[config.mk]
export PLATFORM = sky130hd
export DESIGN_NAME = oled_text_command_sequencer_top
export DESIGN_NICKNAME = d
export VERILOG_FILES = /design/src/design/otcs_pkg.sv /design/src/design/oled_text_command_sequencer_top.sv
export SDC_FILE = /design/constraint.sdc
export NUM_CORES = 1
export LEC_CHECK = 0
export ABC_AREA = 1
export BUFFER_PORTS_ARGS = -buffer_cell sky130_fd_sc_hd__buf_2
export CAP_MARGIN = 20
export CORE_MARGIN = 2
export CORE_UTILIZATION = 45
export CTS_CLUSTER_SIZE = 8
export DETAILED_ROUTE_END_ITERATION = 16
export GPL_ROUTABILITY_DRIVEN = 0
export PLACE_DENSITY = 0.68
export SLEW_MARGIN = 10
export SYNTH_ARGS = -nofsm -noshare
export SYNTH_HDL_FRONTEND = slang
export SYNTH_SLANG_ARGS = --single-unit
[constraint.sdc]
create_clock -name clock -period 2 [get_ports clock]
set_input_delay 0.1 -clock clock [delete_from_list [all_inputs] [get_ports clock]]
set_output_delay 0.1 -clock clock [all_outputs]
set_load 0.02 [all_outputs]
[src/design/otcs_pkg.sv]
// Types, command codes and font tables for the OLED text command sequencer.
`timescale 1ns / 1ps

package otcs_pkg;

   // Operation codes on the input channel
   localparam logic [1:0] OP_INIT      = 2'd0;
   localparam logic [1:0] OP_CELL_CHAR = 2'd1;
   localparam logic [1:0] OP_NEXT_CHAR = 2'd2;
   localparam logic [1:0] OP_UNUSED    = 2'd3;

   // Configuration register indexes
   localparam logic CSR_DEVICE_ADDRESS = 1'b0;
   localparam logic CSR_CONTRAST_LEVEL = 1'b1;

   localparam logic [6:0] DEVICE_ADDRESS_RESET = 7'd60;
   localparam logic [7:0] CONTRAST_LEVEL_RESET = 8'd32;

   // Control bytes and controller commands
   localparam logic [7:0] CTRL_COMMAND   = 8'h00;
   localparam logic [7:0] CTRL_DATA      = 8'h40;
   localparam logic [7:0] CMD_DISPLAY_OFF = 8'hAE;
   localparam logic [7:0] CMD_DISPLAY_ON  = 8'hAF;
   localparam logic [7:0] CMD_SEG_REMAP   = 8'hA1;
   localparam logic [7:0] CMD_COM_REVERSE = 8'hC8;
   localparam logic [7:0] CMD_CHARGE_PUMP = 8'h8D;
   localparam logic [7:0] ARG_PUMP_ON     = 8'h14;
   localparam logic [7:0] CMD_CONTRAST    = 8'h81;
   localparam logic [7:0] CMD_PAGE_BASE   = 8'hB0;
   localparam logic [7:0] CMD_COL_HIGH    = 8'h10;
   localparam logic [7:0] CMD_COL_LOW     = 8'h00;

   localparam int FONT_ROWS = 30;
   localparam int MAP_ROWS  = 96;

   // Last step index per operation
   localparam logic [4:0] INIT_LAST_STEP = 5'd13;
   localparam logic [4:0] CHAR_LAST_STEP = 5'd29;

   // Sequencer states, one-hot
   typedef enum logic [2:0] {
      ST_IDLE = 3'b001,
      ST_INIT = 3'b010,
      ST_CHAR = 3'b100
   } state_type;

   // One issued bus byte on its way to the output register
   typedef struct packed {
      logic [7:0] data_byte;
      logic       use_font;
      logic       start;
      logic       stop;
      logic       last;
   } beat_type;

   // ASCII 32..127 to glyph number
   localparam logic [4:0] CODE_MAP [MAP_ROWS] = '{
      5'h0a,5'h00,5'h00,5'h00,5'h00,5'h00,5'h00,5'h00,
      5'h05,5'h06,5'h00,5'h00,5'h00,5'h09,5'h0b,5'h00,
      5'h0d,5'h0e,5'h0f,5'h10,5'h11,5'h12,5'h13,5'h14,
      5'h15,5'h16,5'h00,5'h00,5'h07,5'h00,5'h08,5'h00,
      5'h00,5'h00,5'h00,5'h00,5'h00,5'h00,5'h00,5'h00,
      5'h00,5'h00,5'h00,5'h00,5'h00,5'h00,5'h00,5'h00,
      5'h00,5'h00,5'h00,5'h00,5'h00,5'h00,5'h17,5'h18,
      5'h19,5'h1a,5'h00,5'h03,5'h00,5'h04,5'h00,5'h00,
      5'h00,5'h00,5'h00,5'h00,5'h00,5'h00,5'h00,5'h00,
      5'h00,5'h00,5'h00,5'h00,5'h00,5'h1b,5'h00,5'h00,
      5'h1c,5'h00,5'h1d,5'h00,5'h00,5'h00,5'h00,5'h00,
      5'h00,5'h00,5'h00,5'h01,5'h00,5'h02,5'h0c,5'h00
   };

   // Glyph rows, first column byte in the top bits
   localparam logic [63:0] GLYPH_UPPER [FONT_ROWS] = '{
      64'hff010101010101ff, 64'he0180482021139_7d, 64'h111122c20418e000,
      64'he018044212010901, 64'h0901124204_18e000, 64'he01804020_2f109c9,
      64'h69f1020204_18e000, 64'h80c0e0f0f8c0c0c0, 64'hc0c0c0f8f0e0c080,
      64'h0080808080808000, 64'h0000000000000000, 64'h0000000000000000,
      64'h00e0e00000e0e000, 64'h0000f0f80868f8f0, 64'h00202030f8f80000,
      64'h0030380888f87000, 64'h0030388888f87000, 64'h0000f8f800e0e000,
      64'h00f8f88888880800, 64'h00c0e07858c88000, 64'h00080888e8781800,
      64'h0070f8c888f87000, 64'h00f0f80808f8f000, 64'h8060909060800000,
      64'h0000806090906080, 64'h0060909060000000, 64'h0000006090906000,
      64'h00e0e020e020e0c0, 64'h00e0e02020e0c000, 64'h00e0e08040606000
   };

   localparam logic [63:0] GLYPH_LOWER [FONT_ROWS] = '{
      64'h7f4040404040407f, 64'h030c102126444848, 64'h48442621100c0300,
      64'h030c102124404840, 64'h48402421100c0300, 64'h030c102020474b49,
      64'h48472020100c0300, 64'h000103070f010101, 64'h0101010f07030100,
      64'h0000000000000000, 64'h0000000000000000, 64'h0000000c0c0c0000,
      64'h407f3f0808070f08, 64'h0000070f0b080f07, 64'h000000000f0f0000,
      64'h000c0e0b09080800, 64'h00060e08080f0700, 64'h00030302020f0f02,
      64'h000808080c070300, 64'h00070f08080f0700, 64'h00000e0f01000000,
      64'h00070f08090f0700, 64'h0000090d0f030100, 64'h070000000003_0c12,
      64'h120c030000000007, 64'h0000000000000c12, 64'h120c000000000000,
      64'h000f0f0007000f0f, 64'h007f7f08080f0700, 64'h000f0f0000000000
   };

endpackage

[src/design/oled_text_command_sequencer_top.sv]
// Top level of the OLED text command sequencer: operation decode, byte sequencer, output stage.
`timescale 1ns / 1ps

// Usage
//   req_* channel: one display operation per beat (initialize, character at a
//   cell, next character; operation 3 is taken and dropped). rsp_* channel: one
//   I2C bus byte per beat with start/stop framing flags and rsp_last on the
//   final byte of an operation. csr_* channel: register writes, always ready;
//   index 0 device address, index 1 contrast. Write registers only while idle.
// Path: once the request beat is taken, the first byte of an operation passes
//   the sequencer state register, the font read stage and the output register.
// Throughput: one bus byte per cycle from the step counter of the sequencer
//   while rsp_stall does not hold the output; a character gives 30 bytes, an
//   initialize 14, an unused operation none. The next request is taken in the
//   cycle the last byte of the current one issues, so operations follow without gaps.
// Reset: synchronous; clears the sequencer, the pipeline valids, the cursor
//   (column 0, page 0) and sets the registers to address 60, contrast 32.
// Stall: rsp_stall holds the output register; the font read stage and the
//   sequencer stop behind it and req_stall stays high until the last byte of
//   the current operation has issued.
module oled_text_command_sequencer_top
   import otcs_pkg::*;
#(
   parameter int GLYPH_COUNT = 30,
   parameter int MAP_ENTRIES = 96
) (
   input  logic       clock,
   input  logic       reset,
   // request channel
   input  logic       req_valid,
   output logic       req_stall,
   input  logic [1:0] req_operation,
   input  logic [7:0] req_char_code,
   input  logic [3:0] req_text_column,
   input  logic [1:0] req_text_row,
   // response channel
   output logic       rsp_valid,
   input  logic       rsp_stall,
   output logic [6:0] rsp_bus_address,
   output logic [7:0] rsp_data_byte,
   output logic       rsp_transfer_start,
   output logic       rsp_transfer_stop,
   output logic       rsp_last,
   // register write channel
   input  logic       csr_valid,
   output logic       csr_ready,
   input  logic       csr_index,
   input  logic [7:0] csr_data
);

   // registers
   logic [6:0] device_address_ff;
   logic [7:0] contrast_level_ff;

   // cursor
   logic [7:0] cursor_column_ff, cursor_column_in;
   logic [2:0] cursor_page_ff, cursor_page_in;

   // sequencer
   state_type  state_ff, state_in;
   logic [4:0] step_ff, step_in;
   logic [4:0] glyph_ff, glyph_in;
   logic [7:0] column_ff, column_in;
   logic [2:0] page_ff, page_in;

   // font read stage and output stage
   logic       s1_valid_ff, s1_valid_in;
   beat_type   s1_beat_ff, issue_beat;
   logic [7:0] font_q_ff;
   logic       out_valid_ff, out_valid_in;
   beat_type   out_beat_ff;
   logic [7:0] out_byte_ff;

   logic       out_ready, s1_ready, issue, last_step, accept;
   logic [4:0] map_glyph;
   logic [6:0] map_idx;
   logic [2:0] font_idx;
   logic [2:0] setup_page;
   logic [4:0] setup_step;

   // register writes
   assign csr_ready = 1'b1;

   always_ff @(posedge clock) begin
      if (reset) begin
         device_address_ff <= DEVICE_ADDRESS_RESET;
         contrast_level_ff <= CONTRAST_LEVEL_RESET;
      end else if (csr_valid && csr_ready) begin
         unique case (csr_index)
            CSR_DEVICE_ADDRESS: device_address_ff <= csr_data[6:0];
            CSR_CONTRAST_LEVEL: contrast_level_ff <= csr_data;
            default:            device_address_ff <= device_address_ff;
         endcase
      end
   end

   // pipeline handshake
   assign out_ready = !out_valid_ff || !rsp_stall;
   assign s1_ready  = !s1_valid_ff || out_ready;
   assign issue     = (state_ff != ST_IDLE) && s1_ready;
   assign last_step = ((state_ff == ST_INIT) && (step_ff == INIT_LAST_STEP)) ||
                      ((state_ff == ST_CHAR) && (step_ff == CHAR_LAST_STEP));
   assign req_stall = (state_ff != ST_IDLE) && !(issue && last_step);
   assign accept    = req_valid && !req_stall;

   // code to glyph lookup
   always_comb begin
      map_idx   = req_char_code[6:0] - 7'd32;
      map_glyph = CODE_MAP[map_idx];
      if (req_char_code[7] || (req_char_code[6:5] == 2'b00) ||
          (32'(map_idx) >= MAP_ENTRIES) || (32'(map_glyph) >= GLYPH_COUNT))
         map_glyph = '0;
   end

   // operation decode and cursor update
   always_comb begin
      state_in         = state_ff;
      step_in          = step_ff;
      glyph_in         = glyph_ff;
      column_in        = column_ff;
      page_in          = page_ff;
      cursor_column_in = cursor_column_ff;
      cursor_page_in   = cursor_page_ff;
      if (issue) begin
         step_in = step_ff + 5'd1;
         if (last_step)
            state_in = ST_IDLE;
      end
      if (accept) begin
         step_in = '0;
         unique case (req_operation)
            OP_INIT: begin
               state_in         = ST_INIT;
               cursor_column_in = '0;
               cursor_page_in   = '0;
            end
            OP_CELL_CHAR: begin
               state_in         = ST_CHAR;
               glyph_in         = map_glyph;
               column_in        = {req_text_column, 3'b000};
               page_in          = {req_text_row, 1'b0};
               cursor_column_in = {req_text_column, 3'b000} + 8'd8;
               cursor_page_in   = {req_text_row, 1'b0};
            end
            OP_NEXT_CHAR: begin
               state_in         = ST_CHAR;
               glyph_in         = map_glyph;
               column_in        = cursor_column_ff;
               page_in          = cursor_page_ff;
               cursor_column_in = cursor_column_ff + 8'd8;
            end
            OP_UNUSED: state_in = ST_IDLE;
            default:   state_in = ST_IDLE;
         endcase
      end
   end

   always_ff @(posedge clock) begin
      if (reset) begin
         state_ff         <= ST_IDLE;
         step_ff          <= '0;
         cursor_column_ff <= '0;
         cursor_page_ff   <= '0;
      end else begin
         state_ff         <= state_in;
         step_ff          <= step_in;
         cursor_column_ff <= cursor_column_in;
         cursor_page_ff   <= cursor_page_in;
      end
      glyph_ff  <= glyph_in;
      column_ff <= column_in;
      page_ff   <= page_in;
   end

   // byte selection for the current step
   always_comb begin
      setup_page = (step_ff < 5'd15) ? page_ff : page_ff + 3'd1;
      setup_step = (step_ff < 5'd15) ? step_ff : step_ff - 5'd15;
      issue_beat = '{data_byte: CTRL_COMMAND, use_font: 1'b0,
                     start: 1'b0, stop: 1'b0, last: last_step};
      if (state_ff == ST_INIT) begin
         unique case (step_ff)
            5'd1:  begin issue_beat.data_byte = CMD_DISPLAY_OFF; issue_beat.stop = 1'b1; end
            5'd3:  begin issue_beat.data_byte = CMD_SEG_REMAP;   issue_beat.stop = 1'b1; end
            5'd5:  begin issue_beat.data_byte = CMD_COM_REVERSE; issue_beat.stop = 1'b1; end
            5'd7:  issue_beat.data_byte = CMD_CHARGE_PUMP;
            5'd8:  begin issue_beat.data_byte = ARG_PUMP_ON;     issue_beat.stop = 1'b1; end
            5'd10: issue_beat.data_byte = CMD_CONTRAST;
            5'd11: begin issue_beat.data_byte = contrast_level_ff; issue_beat.stop = 1'b1; end
            5'd13: begin issue_beat.data_byte = CMD_DISPLAY_ON;  issue_beat.stop = 1'b1; end
            5'd0, 5'd2, 5'd4, 5'd6, 5'd9, 5'd12: issue_beat.start = 1'b1;
            default: issue_beat.data_byte = CTRL_COMMAND;
         endcase
      end else begin
         unique case (setup_step)
            5'd0: issue_beat.start = 1'b1;
            5'd1: issue_beat.data_byte = CMD_PAGE_BASE | {5'b00000, setup_page};
            5'd3: issue_beat.data_byte = CMD_COL_HIGH | {4'h0, column_ff[7:4]};
            5'd5: begin
               issue_beat.data_byte = CMD_COL_LOW | {4'h0, column_ff[3:0]};
               issue_beat.stop      = 1'b1;
            end
            5'd6: begin
               issue_beat.data_byte = CTRL_DATA;
               issue_beat.start     = 1'b1;
            end
            5'd2, 5'd4: issue_beat.data_byte = CTRL_COMMAND;
            default: begin
               issue_beat.use_font = 1'b1;
               issue_beat.stop     = (setup_step == 5'd14);
            end
         endcase
      end
   end

   // glyph column within the current half
   assign font_idx = (step_ff < 5'd15) ? 3'(step_ff - 5'd7) : 3'(step_ff - 5'd22);

   // font read stage: registered table read, then output register
   assign s1_valid_in  = issue || (s1_valid_ff && !out_ready);
   assign out_valid_in = (s1_valid_ff && out_ready) || (out_valid_ff && rsp_stall);

   always_ff @(posedge clock) begin
      if (reset) begin
         s1_valid_ff  <= 1'b0;
         out_valid_ff <= 1'b0;
      end else begin
         s1_valid_ff  <= s1_valid_in;
         out_valid_ff <= out_valid_in;
      end
      if (issue) begin
         s1_beat_ff <= issue_beat;
         if (step_ff < 5'd15)
            font_q_ff <= GLYPH_UPPER[glyph_ff][8*(7-font_idx) +: 8];
         else
            font_q_ff <= GLYPH_LOWER[glyph_ff][8*(7-font_idx) +: 8];
      end
      if (s1_valid_ff && out_ready) begin
         out_beat_ff <= s1_beat_ff;
         out_byte_ff <= s1_beat_ff.use_font ? font_q_ff : s1_beat_ff.data_byte;
      end
   end

   assign rsp_valid          = out_valid_ff;
   assign rsp_bus_address    = device_address_ff;
   assign rsp_data_byte      = out_byte_ff;
   assign rsp_transfer_start = out_beat_ff.start;
   assign rsp_transfer_stop  = out_beat_ff.stop;
   assign rsp_last           = out_beat_ff.last;

endmodule

# --- Word-level counts from Yosys, hierarchy flattened ---
# Memory sizes are Yosys's and may differ from the RTL's.
# Cells that the tools add are included.
op_classes:
  n_addsub: 9
  magnitude_cmp: 5
  n_eq_ne: 27
  shifts: 2
  mux: 28
  bitwise: 3
  n_reduce_logical: 46
op_table:
  columns: ["operator", "n"]
  rows:
  - ["$mux 64", 4]
  - ["$shiftx 64x33->8", 2]
  - ["$pmux 8 s8", 1]
  - ["$eq 5x3->1 const B", 7]
  - ["$eq 5x4->1 const B", 7]
  - ["$pmux 8 s4", 1]
  - ["$mux 8", 3]
  - ["$pmux 8 s3", 1]
  - ["$eq 5x2->1 const B", 4]
  - ["$reduce_or 6->1", 3]
  - ["$pmux 8 s2", 1]
  - ["$mux 3", 5]
  - ["$mux 5", 3]
  - ["$reduce_and 2->1", 7]
  - ["$pmux 3 s2", 2]
  - ["$eq 5x1->1 const B", 2]
  - ["$logic_not 5->1", 2]
  - ["$logic_and 1x1->1", 9]
  - ["$pmux 3 s3", 1]
  - ["$add 7x4->8 const B", 1]
  - ["$add 8x4->8 const B", 1]
  - ["$ge 8x8->1 const B", 1]
  - ["$logic_or 1x1->1", 8]
  - ["$not 7->8", 1]
  - ["other kinds (27)", 43]
totals:
  regBits: 83
  mem_bits_ro: 4736
  input_bits: 30
  output_inout_bits: 21
  mem_count: 3
memory_table:
  columns: ["memory", "depth", "width", "rd", "rd_ports_with_merged_regs", "write_ports", "line", "rtl"]
  rows:
  - ["(no name shown)", 32, 64, 1, 0, 0, "oled_text_command_sequencer_top.sv:236", "font_q_ff <= GLYPH_LOWER[glyph_ff][8*(7-font_idx) +: 8];"]
  - ["(no name shown)", 32, 64, 1, 0, 0, "oled_text_command_sequencer_top.sv:234", "font_q_ff <= GLYPH_UPPER[glyph_ff][8*(7-font_idx) +: 8];"]
  - ["(no name shown)", 128, 5, 1, 0, 0, "oled_text_command_sequencer_top.sv:109", "map_glyph = CODE_MAP[map_idx];"]

# --- Logic depth before layout (Yosys ltp) ---
logic_depth:
  word_depth: 11
  mapped_depth: 14

# --- Worst setup path after synthesis ---
# No wires, ideal clock.
synth_timing:
  path_type: "reg2reg"
  startpoint: "register state_ff[2]"
  endpoint: "register column_ff[3] (enable)"
  setup_ns: 0.344
  arrival_time_ns: 1.710
  t_required_ns: 1.656
  setup_slack_ns: -0.054
  path_stages_with_launch: 11
  n_path_buf: 0
  cell_sequence: "dfxtp_1 inv_1 nand3_4 nand2_1 inv_2 nand2_4 nand2_8 nand2_2 inv_2 nand2_1 inv_1"
synth_rtl:
  columns: ["item", "line", "rtl"]
  rows:
  - ["start, declared", "oled_text_command_sequencer_top.sv:60", "state_type state_ff, state_in;"]
  - ["start signal, assigned", "oled_text_command_sequencer_top.sv:165", "state_ff <= state_in;"]
  - ["$ne 3x1->1", "oled_text_command_sequencer_top.sv:100", "assign issue = (state_ff != ST_IDLE) && s1_ready;"]
  - ["$logic_and 1x1->1", "oled_text_command_sequencer_top.sv:100", null]
  - ["named net issue", "oled_text_command_sequencer_top.sv:74", "logic out_ready, s1_ready, issue, last_step, accept;"]
  - ["$logic_and 1x1->1", "oled_text_command_sequencer_top.sv:103", "assign req_stall = (state_ff != ST_IDLE) && !(issue && last_step);"]
  - ["$logic_not 1->1", "oled_text_command_sequencer_top.sv:103", null]
  - ["$logic_and 1x1->1", "oled_text_command_sequencer_top.sv:103", null]
  - ["$logic_not 1->1", "oled_text_command_sequencer_top.sv:104", "assign accept = req_valid && !req_stall;"]
  - ["$logic_and 1x1->1", "oled_text_command_sequencer_top.sv:104", null]
  - ["$reduce_and 2->1 (no source line)", null, null]
  - ["end signal, assigned", "oled_text_command_sequencer_top.sv:171", "column_ff <= column_in;"]
  - ["end, declared", "oled_text_command_sequencer_top.sv:63", "logic [7:0] column_ff, column_in;"]
# The timed path passes the listed nets, and every way through them passes these cells.
# A chain may end at the register's enable or synchronous reset.

# --- Final worst setup path ---
layout_timing:
  startpoint: "register glyph_ff[0]"
  endpoint: "register font_q_ff[0], data pin"
layout_via:
  elab_chain_len: 6
layout_lines:
  columns: ["item", "line", "rtl"]
  rows:
  - ["start, declared", "oled_text_command_sequencer_top.sv:62", "logic [4:0] glyph_ff, glyph_in;"]
  - ["start signal, assigned", "oled_text_command_sequencer_top.sv:170", "glyph_ff <= glyph_in;"]
  - ["$not 5->6 (not written as such) *", "oled_text_command_sequencer_top.sv:234, oled_text_command_sequencer_top.sv:236", null]
  - ["$mem_v2 32x64 (on tied branches)", null, null]
  - ["$mux 64 (on tied branches) (2 in series)", "oled_text_command_sequencer_top.sv:236, oled_text_command_sequencer_top.sv:234", null]
  - ["$shiftx 64x33->8 (on tied branches)", "oled_text_command_sequencer_top.sv:236, oled_text_command_sequencer_top.sv:234", null]
  - ["$mux 8 *", "oled_text_command_sequencer_top.sv:233", "if (step_ff < 5'd15)"]
  - ["end signal, assigned", "oled_text_command_sequencer_top.sv:234", null]
  - ["end signal, assigned", "oled_text_command_sequencer_top.sv:236", null]
  - ["end, declared", "oled_text_command_sequencer_top.sv:69", "logic [7:0] font_q_ff;"]
# Every way passes the cells marked *; elsewhere a longest branch is shown, timed or not. The select of a mux whose other input is x is not followed.

==> metrics.md <==
| Metric | Value |
|---|---|
| Status | `finished with violations` |
| Failing checks | `setup timing` |
| Initial antenna violation count | `0` |
| Synthesized area | `6960 um2` |
| R2R depth | `11` |
| TNS Setup | `-0.813 ns` |
| Fin crit share | `1.06` |
| Mux cell area share after synthesis | `0.0129` |
| Reg clk slew, reported paths | `0.06 ns` |
| Reg2reg setup slack | `-0.11 ns` |
| Yosys warns | `0` |
| Overall Power | `0.00563 W` |
| PwrDens | `between 600 and 700 nW/um2` |
| Worst Hold Endpoint | `rsp_bus_address[0]$_SDFFE_PP0P_` |
| RR Startpoint | `glyph_ff[0]$_SDFFCE_PP0P_` |
| Pre-CTS WS | `-0.226 ns` |
| CTS tree | `built` |
| Synth async-reset ratio | `0` |
| Total Routed Length | `roughly 25000 um` |
| Synth Area in XOR/XNOR | `0` |
| Post-DP Area | `around 8300 um2` |
| Clk_lat worst skew | `approximately 0.34 ns` |
| Net count, final | `approximately 1.4k` |
| Vias in the first global route | `about 7.8k` |
| Ports | `between 50 and 60` |
| Setup ws final | `-0.115 ns` |
| Max Fanout on Critical Path | `5` |
| 1st-iter DRT viols | `between 1k and 1.5k` |
| MaxCap Viol Count | `0` |
| Clk sinks | `75` |
| Req. time, crit path | `2.10 ns` |
| Worst IR Drop VDD | `about 550 uV` |
| CTS buffer count | `9` |
| Remaining routing DRC violations | `0` |
| CTS H-tree lvls | `3` |
| Layout cells sized above 1 | `0.268` |
| Maximum clock insertion buffer count | `2` |
| Leak | `~4.5 nW` |
| GR Overflow Total | `0` |
| #FFs+latches synth | `75` |
| FF-to-FF End | `font_q_ff[0]$_DFFE_PP_` |
| Final Max Tran Viols | `0` |
| Syn nets | `1189` |
| CP endpoint kind | `register` |
| Slew margin rel. | `0.649` |
| Most frequent cells in the layout | `nand2_1 (338), buf_4 (136), nor2_1 (123)` |
| Gr usage total | `0.303` |
| # diodes | `0` |
| Via density | `roughly 5.7` |
| Critical path's slowest cell | `edfxtp_1` |
| Final Cell Area | `9120 um2` |
| Largest net degree at the start of global routing | `34` |
| Largest family of logic cells by synthesized area | `simple AND/OR/NAND/NOR gates` |
| Final setup violation count | `8` |
| I/O Buffers | `a little under 50` |
| Core box area | `15100 um2` |
| WP data arrival | `roughly 2.2 ns` |
| Critical Path Start Type | `register` |
| Post-synth top flop | `edfxtp_1` |
| Distinct cells, synth | `47` |
| Critical path class | `reg -> reg` |
| Synthesized instance count | `1128` |
| Worst-margin pin slew | `roughly 0.53 ns` |
| Synth Area in Adders | `0.0557` |
| Avg Cell Area, Syn | `slightly above 6 um2` |
| Synth Area in Compound Gates | `0.133` |
| Global-route wire length before repair | `39200 um` |
| Max Freq | `about 470 MHz` |
| Sequential element share of the synthesized area | `0.277` |
| Die X | `128 um` |
| Detailed placer's ending HPWL | `18400 um` |
| Worst hold start | `csr_data[0]` |
| Area Overhead vs Synth | `31.0%` |
| Fin crit period | `between 2 and 2.5 ns` |
| Die Y | `between 100 and 150 um` |
| Rows | `45` |
| Most common cell after layout, fill and taps aside | `nand2_1` |
| Critical-path cell list | `inv_2 > ha_4 > buf_6 > nand2_1 > nand3_1 > nand2_4 > nand3_1 > nand3_2 > nand3_1 > nand2_1 > nand2_1` |
| Worst Clk Skew | `0.00688 ns` |
| Final Hold Fails | `0` |
| DR WL/cell | `~17 um` |
| Die area | `~16000 um2` |
| Hold path depth | `3` |
| Antenna-violating nets left | `0` |
| Initial core utilization | `0.460` |
| Root Driver | `clkbuf_16` |
| EDFF count, synth | `43` |
| Post-Synth Simple-Gate Area | `0.425` |
| Slowest Stage Delay on Critical Path | `about 0.52 ns` |
| Hold crit path type | `in -> reg` |
| Vias after detailed routing | `8496` |
| Drt first pass iters | `11` |
| RSZ-0062 raised after global routing | `yes` |
stage by stage:
step                       util  hold WS (ns)  instances
final                     0.602        0.0116       1487
after global routing      0.602        0.0178       1487
after CTS                 0.587      0.000740       1483
after detailed placement  0.548         0.329       1456
after global placement    0.548         0.323       1456
after floorplan               -         0.213       1128
worst max-delay path by stage:
stage / slack (ns) / startpoint / to / cells after the start
after floorplan: 0.02 / glyph_ff[2]$_SDFFCE_PP0P_ / font_q_ff[5]$_DFFE_PP_ / 10
after global placement: -0.19 / glyph_ff[0]$_SDFFCE_PP0P_ / font_q_ff[7]$_DFFE_PP_ / 13
after detailed placement: -0.23 / glyph_ff[1]$_SDFFCE_PP0P_ / font_q_ff[3]$_DFFE_PP_ / 13
after CTS: 0.0003 / glyph_ff[0]$_SDFFCE_PP0P_ / font_q_ff[3]$_DFFE_PP_ / 13
after global routing: -0.19 / glyph_ff[0]$_SDFFCE_PP0P_ / font_q_ff[1]$_DFFE_PP_ / 12
final: -0.11 / glyph_ff[0]$_SDFFCE_PP0P_ / font_q_ff[0]$_DFFE_PP_ / 11
kinds of logic (layout without fill, tap and decap cells):
kind of cell / after synthesis / in the layout
compound gates: 166 / 166
fa+ha+maj: 31 / 31
buf+inv: 156 / 327
flops: 75 / 75
mux: 8 / 8
other cells: 1 / 1
simple gates: 691 / 691
state kept, by name, indices dropped and copies added (netlist names), 2 cells and up:
signal	cells
s1_beat_ff	12
contrast_level_ff	8
font_q_ff	8
rsp_data_byte	8
rsp_bus_address	7
column_ff	5
cursor_column_ff	5
glyph_ff	5
step_ff	5
state_ff	3
cursor_page_ff	2
page_ff	2
critical path: cells and delay by family, from the launching register on:
kind | cells | cell delay (ns)
simple gates | 8 | 0.79
flops | 1 | 0.52
buf+inv | 2 | 0.31
fa+ha+maj | 1 | 0.24
power by group:
| group | internal, W | switching [W] |
|---|---|---|
| Sequential | 0.00183 | 0.0000752 |
| Clock | 0.000986 | 0.000641 |
| Combinational | 0.000799 | 0.00130 |
| Total | 0.00361 | 0.00202 |
Yosys cell counts (2+ instances only):
master	instances	area (um2)
nand2_1	376	1410
edfxtp_1	43	1290
nand4_1	22	138
buf_6	3	33.8
buf_4	5	37.5
nand3_4	2	35.0
buf_1	3	11.3
nand2_2	7	43.8
o21ai_1	8	40.0
nand3b_1	3	22.5
mux2_2	8	90.1
a31oi_1	4	25.0
or2_2	3	18.8
dfxtp_1	32	641
o211ai_1	13	97.6
ha_1	31	388
buf_2	27	135
o21ai_0	74	370
nor2_1	135	507
o21ai_2	2	17.5
inv_1	100	375
nor2_2	8	50.1
clkbuf_1	7	26.3
o2111ai_1	4	35.0
o21a_1	2	15.0
a21oi_1	50	250
nand3_1	122	611
nand3_2	2	20.0
nor3_1	5	25.0
a21boi_0	2	15.0
inv_2	9	33.8
metal layers:
layer | vias to the layer above | wire length [um] | part of all wire | GRT usage
li1 | 4039 | - | - | -
met1 | 3688 | 9790 | 0.40 | 0.398
met2 | 606 | 10400 | 0.42 | 0.458
met3 | 163 | 2690 | 0.11 | 0.0728
met4 | 0 | 1700 | 0.069 | 0.170
met5 | - | 0 | 0 | 0
final cells by class:
| cell class | count | area, um2 |
|---|---|---|
| repair inverters | 1 | 7.51 |
| multi-input cells | 897 | 4740 |
| well taps | 188 | 235 |
| repair buffers | 200 | 1480 |
| inverters | 110 | 423 |
| flip-flops and latches | 75 | 1940 |
| clock buffers | 10 | 230 |
| clock inverters | 6 | 71.3 |
| fillers | 1385 | 6020 |
what timing repair did:
item,in CTS,in global routing
hold buffers,5,0
resized for setup,64,66
endpoints found under the hold margin,6,0
pin swaps,10,18
buffers inserted,5,5
endpoints found under the setup margin,11,17
cloned,1,0
Note: power is estimated with default switching activity, not from simulation.
